File: src/rtl/assert_macros.svh
// ----------------------------------------------------------------------------
// Assertion macros
// Shared concurrent assertion forms. Each expects clk and rst in scope.
// ----------------------------------------------------------------------------
`ifndef ASSERT_MACROS_SVH
`define ASSERT_MACROS_SVH

// Same-cycle implication, disabled while reset is high.
`define HTA_ASSERT_IMPL(label, ante, cons, msg) \
  label: assert property (@(posedge clk) disable iff (rst) (ante) |-> (cons)) \
    else $error(msg);

// Next-cycle implication, disabled while reset is high.
`define HTA_ASSERT_NEXT(label, ante, cons, msg) \
  label: assert property (@(posedge clk) disable iff (rst) (ante) |=> (cons)) \
    else $error(msg);

`endif

File: src/rtl/htally_pkg.sv
// ----------------------------------------------------------------------------
// htally_pkg
// Types, operation codes and command/status bundles of the tally accumulator.
// ----------------------------------------------------------------------------
package htally_pkg;

  localparam logic [2:0] OP_COUNT_DET = 3'd0;
  localparam logic [2:0] OP_COUNT_SRC = 3'd1;
  localparam logic [2:0] OP_FLUSH     = 3'd2;
  localparam logic [2:0] OP_READ_DET  = 3'd3;
  localparam logic [2:0] OP_READ_SRC  = 3'd4;

  localparam logic [47:0] HIST_MAX = 48'hFFFF_FFFF_FFFF;

  typedef enum logic [1:0] {
    KIND_NONE,
    KIND_COUNT,
    KIND_FLUSH,
    KIND_READ
  } kind_t;

  // One tally bin as stored in a bank memory.
  typedef struct packed {
    logic        sat;
    logic [47:0] mark;
    logic [39:0] pending;
    logic [63:0] squares;
    logic [47:0] total;
  } entry_t;

  // Controller to datapath.
  typedef struct packed {
    logic capture;
    logic clr;
    logic rd;
    logic eval;
    logic wr;
    logic load_out;
    logic walk_inc;
    logic walk_zero;
  } ctrl_cmd_t;

  // Datapath to controller.
  typedef struct packed {
    kind_t kind;
    logic  bin_ok;
    logic  walk_last;
    logic  out_free;
  } ctrl_sts_t;

  // Datapath to one bank.
  typedef struct packed {
    logic        rd;
    logic        eval;
    logic        wr;
    logic        clr;
    logic        flush;
    logic [47:0] history;
    logic [23:0] weight;
  } bank_cmd_t;

endpackage

File: src/rtl/htally_ctrl.sv
// ----------------------------------------------------------------------------
// htally_ctrl
// Controller: clearing pass, item sequencing and flush sweep.
// ----------------------------------------------------------------------------
`include "assert_macros.svh"

module htally_ctrl (
  input  logic                  clk,
  input  logic                  rst,
  input  logic                  in_valid,
  input  htally_pkg::ctrl_sts_t sts,
  output htally_pkg::ctrl_cmd_t cmd,
  output logic                  in_ready
);

  typedef enum logic [5:0] {
    S_CLEAR  = 6'b000001,
    S_IDLE   = 6'b000010,
    S_READ   = 6'b000100,
    S_EVAL   = 6'b001000,
    S_WRITE  = 6'b010000,
    S_FINISH = 6'b100000
  } state_t;

  state_t state;
  state_t state_next;
  logic   needs_bin;

  assign needs_bin = ((sts.kind == htally_pkg::KIND_COUNT) ||
                      (sts.kind == htally_pkg::KIND_READ)) && sts.bin_ok;

  always_comb begin
    state_next = state;
    cmd        = '0;
    in_ready   = 1'b0;
    unique case (state)
      S_CLEAR: begin
        cmd.clr = 1'b1;
        if (sts.walk_last) begin
          cmd.walk_zero = 1'b1;
          state_next    = S_IDLE;
        end else begin
          cmd.walk_inc = 1'b1;
        end
      end
      S_IDLE: begin
        in_ready = 1'b1;
        if (in_valid) begin
          cmd.capture = 1'b1;
          state_next  = S_READ;
        end
      end
      S_READ: begin
        if (needs_bin || (sts.kind == htally_pkg::KIND_FLUSH)) begin
          cmd.rd     = 1'b1;
          state_next = S_EVAL;
        end else begin
          state_next = S_FINISH;
        end
      end
      S_EVAL: begin
        cmd.eval   = 1'b1;
        state_next = (sts.kind == htally_pkg::KIND_READ) ? S_FINISH : S_WRITE;
      end
      S_WRITE: begin
        cmd.wr = 1'b1;
        if ((sts.kind == htally_pkg::KIND_FLUSH) && !sts.walk_last) begin
          cmd.walk_inc = 1'b1;
          state_next   = S_READ;
        end else begin
          cmd.walk_zero = 1'b1;
          state_next    = S_FINISH;
        end
      end
      S_FINISH: begin
        if (sts.out_free) begin
          cmd.load_out = 1'b1;
          state_next   = S_IDLE;
        end
      end
      default: begin
        state_next = S_IDLE;
      end
    endcase
  end

  always_ff @(posedge clk) begin
    if (rst) begin
      state <= S_CLEAR;
    end else begin
      state <= state_next;
    end
  end

  `HTA_ASSERT_IMPL(a_eval_after_read, state == S_EVAL, $past(state) == S_READ, "eval without read")
  `HTA_ASSERT_IMPL(a_load_when_free, cmd.load_out, sts.out_free, "result overwritten")
  `HTA_ASSERT_NEXT(a_write_then, cmd.wr, state == S_READ || state == S_FINISH, "bad state after write")

endmodule

File: config.mk
export PLATFORM = sky130hd
export DESIGN_NAME = htally_ctrl
export DESIGN_NICKNAME = d
export VERILOG_FILES = /design/src/rtl/htally_pkg.sv /design/src/rtl/htally_ctrl.sv
export VERILOG_INCLUDE_DIRS = /design/src /design/src/rtl
export SDC_FILE = /design/constraint.sdc
export NUM_CORES = 1
export LEC_CHECK = 0
export BUFFER_PORTS_ARGS = -buffer_cell sky130_fd_sc_hd__buf_2
export CORE_AREA = 2 2 39 41
export CTS_CLUSTER_DIAMETER = 80
export DETAILED_ROUTE_END_ITERATION = 8
export DIE_AREA = 0 0 41 43
export GPL_TIMING_DRIVEN = 0
export HOLD_SLACK_MARGIN = 0.02
export SETUP_SLACK_MARGIN = 0.3
export SKIP_LAST_GASP = 1
export SYNTH_ARGS = -nofsm -noshare
export SYNTH_HDL_FRONTEND = slang
export SYNTH_SLANG_ARGS = --single-unit
File: constraint.sdc
create_clock -name clk -period 1.87 [get_ports clk]
set_clock_uncertainty 0.2 [all_clocks]
set_input_delay 0.0935 -clock clk [delete_from_list [all_inputs] [get_ports clk]]
set_output_delay 0.0935 -clock clk [all_outputs]
set_load 0.01 [all_outputs]
* After elaboration in Yosys (flattened, before gate mapping)
Cells that the tools add are included.
Widths: inputs -> output; s select.
** Storage, ports and cells
- Word-level logic and storage cells :: 41
- Register bits :: 6
** Cells by class
- Equal/unequal tests :: 12
- Reduce and logical (&&, ||, !) cells :: 6
- Mux-type cells :: 22
** Operator list (number)
- $mux 6 :: 6
- $pmux 6 s6 :: 1
- $mux 1 :: 14
- $eq 6x1->1 const B :: 1
- $eq 6x2->1 const B :: 1
- $eq 6x3->1 const B :: 1
- $eq 6x4->1 const B :: 1
- $eq 6x5->1 const B :: 1
- $eq 6x6->1 const B :: 1
- $ne 2x2->1 const B :: 3
- $eq 2x2->1 const B :: 2
- $pmux 2 s2 :: 1
- $reduce_and 3->1 :: 1
- $eq 2x1->1 const B :: 1
- $logic_and 1x1->1 :: 2
- $logic_or 1x1->1 :: 2
- $logic_not 1->1 :: 1

* Logic depth before layout (Yosys ltp)
- Depth in word-level cells :: 6
- Mapped depth :: 5
- Mapped depth without buffers :: 5

* Least setup slack after synthesis
OpenSTA, ideal clock, no wires.
- Path kind :: flip-flop to output port
- Start :: register state[1]
- End :: output port cmd[0] (netlist name)
- Slack :: 0.476 ns
- Data arrival time :: 1.100 ns
- Cell stages (with the launch flop) :: 4
- Path buffers :: 0
- Data required time :: 1.576 ns
- Path through :: dfxtp_1 -> nor4_4 -> and3b_1 -> o2bb2ai_1
** RTL lines
- from (decl) :: line htally_ctrl.sv:25 : state_t state;
- from (signal assigned) :: line htally_ctrl.sv:91 : state <= state_next;
- to (decl) :: line htally_ctrl.sv:12 : output htally_pkg::ctrl_cmd_t cmd,

==> impl_metrics.json <==
{
  "dr.pass1.iters": 4,
  "switching_share_pct": 27.4,
  "hold_path_end": "state[2]$_SDFFE_PP0P_",
  "setup_tns_ns": 0,
  "antenna_left": 0,
  "p_clk_share_pct": 32.3,
  "yosysWarningCount": 0,
  "synth_flop_cell": "dfxtp_1",
  "cts_buffers": 3,
  "slew_viol_final": 0,
  "antenna_found_initial": 0,
  "dp.cells": 85,
  "synthTopCellsByCount": "7 x nand2_1, 7 x nor2_1, 6 x dfxtp_1",
  "rsz0062_at_grt": "yes",
  "power_frac_seq_pct": 40.9,
  "timing.final.crit_share_pct": 90.5,
  "clk_pin_slew_ns": 0.04,
  "avgViaCountPerCell": 4.87,
  "ys_async_sr_fraction_pct": 0,
  "crit_path_end_kind": "output port",
  "first_iter_violations": 7,
  "cts_sinks": 6,
  "synthTopCellsByArea": "dfxtp_1 27%, nand2_1 5.9%, nor2_1 5.9%, nor4_4 4.8%, inv_1 4.2%",
  "status": "finished clean",
  "coreArea_um2": 1380,
  "synth.top_cell.area_share_pct": 27.2,
  "reg2reg_depth": 5,
  "syn_area_um2": 442,
  "antenna_cells": 0,
  "io_buffers": 16,
  "timing.rr.end": "state[4]$_SDFFE_PP0P_",
  "overflow": 0,
  "dr_total_vias": 482,
  "irDropWorstVdd_v": 0.000291,
  "syn_avg_cell_area_um2": 8.33,
  "grt_use_total_pct": 14.3,
  "hold_path.class": "in2reg",
  "grt_pass1_vias": 444,
  "die_width_um": 41,
  "top_register": "state",
  "synthToLayoutAreaGrowth_pct": 53.3,
  "stdcell_count": 99,
  "worstPathArrival_ns": 1.40,
  "wl_per_cell_um": 10.9,
  "p_int_uw": 258,
  "critical_path_peak_fanout": 5,
  "whs_ns": 0.0332,
  "required_ns": 1.58,
  "die_y_um": 43,
  "synth_seq_area_share_pct": 27.2,
  "switchingPower_uw": 97.3,
  "layout_min_cycle_time_ns": 1.69,
  "drive_above_1_share_pct": 54.2,
  "dp_hpwl_um": 803,
  "die_area_um2": 1760,
  "routed_wl_um": 1080,
  "synth_seq_cells": 6,
  "yosysTopAreaCell": "dfxtp_1",
  "initial_utilization_pct": 31.9,
  "hold_viol": 0,
  "cts_max_level": 1,
  "clockBufferDepth": 2,
  "maxCapViolCount": 0,
  "layout.nets": 93,
  "tightest_slew_ns": 0.408,
  "path_class": "reg2out",
  "largest_reg_flops": 6,
  "grt_pass1_wl_um": 1700,
  "rr_startpoint": "state[4]$_SDFFE_PP0P_",
  "placed_area_um2": 542,
  "ys_types": 30,
  "num_io_pins": 17,
  "hp-start": "sts[3]",
  "pwr_density_cell_nw_per_um2": 525,
  "leakagePower_uw": 0.000326,
  "rows": 14,
  "design_area_um2": 677,
  "pwr-share-comb_pct": 26.8,
  "synth_edf_count": 0,
  "cts_tree": "built",
  "hold_depth": 4,
  "post-route-drc-count": 0,
  "clock_latency_ns": 0.24,
  "max_freq_ghz": 0.591,
  "grt_max_degree": 7,
  "finalSetupViolCount": 0,
  "synth_cells": 53,
  "cts_root_buf": "clkbuf_4",
  "slew_headroom_pct": 72.7,
  "place.gp.congestion": 0.741,
  "critPathLaunchType": "flip-flop",
  "ff2ff_setup_slack_ns": 0.32,
  "syn_nets": 61,
  "fill_cells": 136,
  "largestRegisters": "state: 6 flops"
}
[kinds of logic after synthesis]
family | Yosys count | share of synthesized area (%)
and+or+nand+nor | 31 | 46.7
AOI/OAI and AO/OA | 8 | 16.7
buffers and inverters | 7 | 6.80
DFF | 6 | 27.2
muxes | 1 | 2.55
[layout by cell type (no fill, tap or decap), types with 2 or more instances in the layout]
master	netlist	routed
dlygate4sd3_1	0	4
inv_1	5	5
nand2_1	7	7
dfxtp_2	0	4
nor2b_1	3	2
buf_4	1	8
buf_2	0	16
nor2_1	7	6
clkbuf_4	0	3
[routing by layer]
layer	track usage (%)	routed length, um	up-vias
met4	10.0	22	0
met3	1.57	38	2
li1	-	-	245
met2	23.4	577	10
met5	0	0	-
met1	15.9	443	225
[through the flow]
step / worst slack, ns / utilization [%] / power, uW
after floorplan: 0.476 / - / 199
after global placement: 0.365 / 39.2 / 226
after detailed placement: 0.354 / 39.2 / 227
after CTS: 0.181 / 47.8 / 359
after global routing: 0.117 / 48.9 / 380
final: 0.178 / 48.9 / 355
[power groups by stage]
stage                     clock (uW)  combinational [uW]  sequential, uW
after floorplan                    0                56.1             143
after global placement             0                80.6             145
after detailed placement           0                81.2             145
after CTS                        120                94.5             145
after global routing             127                 106             147
final                            115                95.2             145
[repair_timing]
action,4_1_cts,5_1_grt
hold buffers,4,0
endpoints found under the setup margin,6,12
hold endpoints to repair,6,0
resized for setup,5,4
pin swaps,5,2
setup buffers,6,1
[worst max-delay path, cell delays in order, from the launching register on]
cell and delay [ns]:
dfxtp_2 0.35, nor4_4 0.33, and3b_1 0.23, o2bb2ai_1 0.11
buf_2 0.14
[area by class of cell]
type	count	area [um^2]	share of cell area [%]
buffer	1	7.51	1.11
clock buffer	3	22.5	3.33
inverter	6	22.5	3.33
multi-input combinational	40	303	44.7
sequential	6	129	19.0
tap	16	20.0	2.96
timing repair buffer	27	173	25.5
[worst max-delay path by stage]
stage                                startpoint                    end  depth (start not counted)
after detailed placement  state[1]$_SDFFE_PP0P_  state[4]$_SDFFE_PP0P_                          4
after global routing      state[5]$_SDFFE_PP0P_                 cmd[1]                          6
after global placement    state[1]$_SDFFE_PP0P_  state[4]$_SDFFE_PP0P_                          4
after floorplan           state[1]$_SDFFE_PP0P_                 cmd[0]                          3
after CTS                 state[4]$_SDFFE_PP0P_                 cmd[0]                          4
final                     state[4]$_SDFFE_PP0P_                 cmd[0]                          4
No activity file was read; power rests on OpenSTA's default activity.
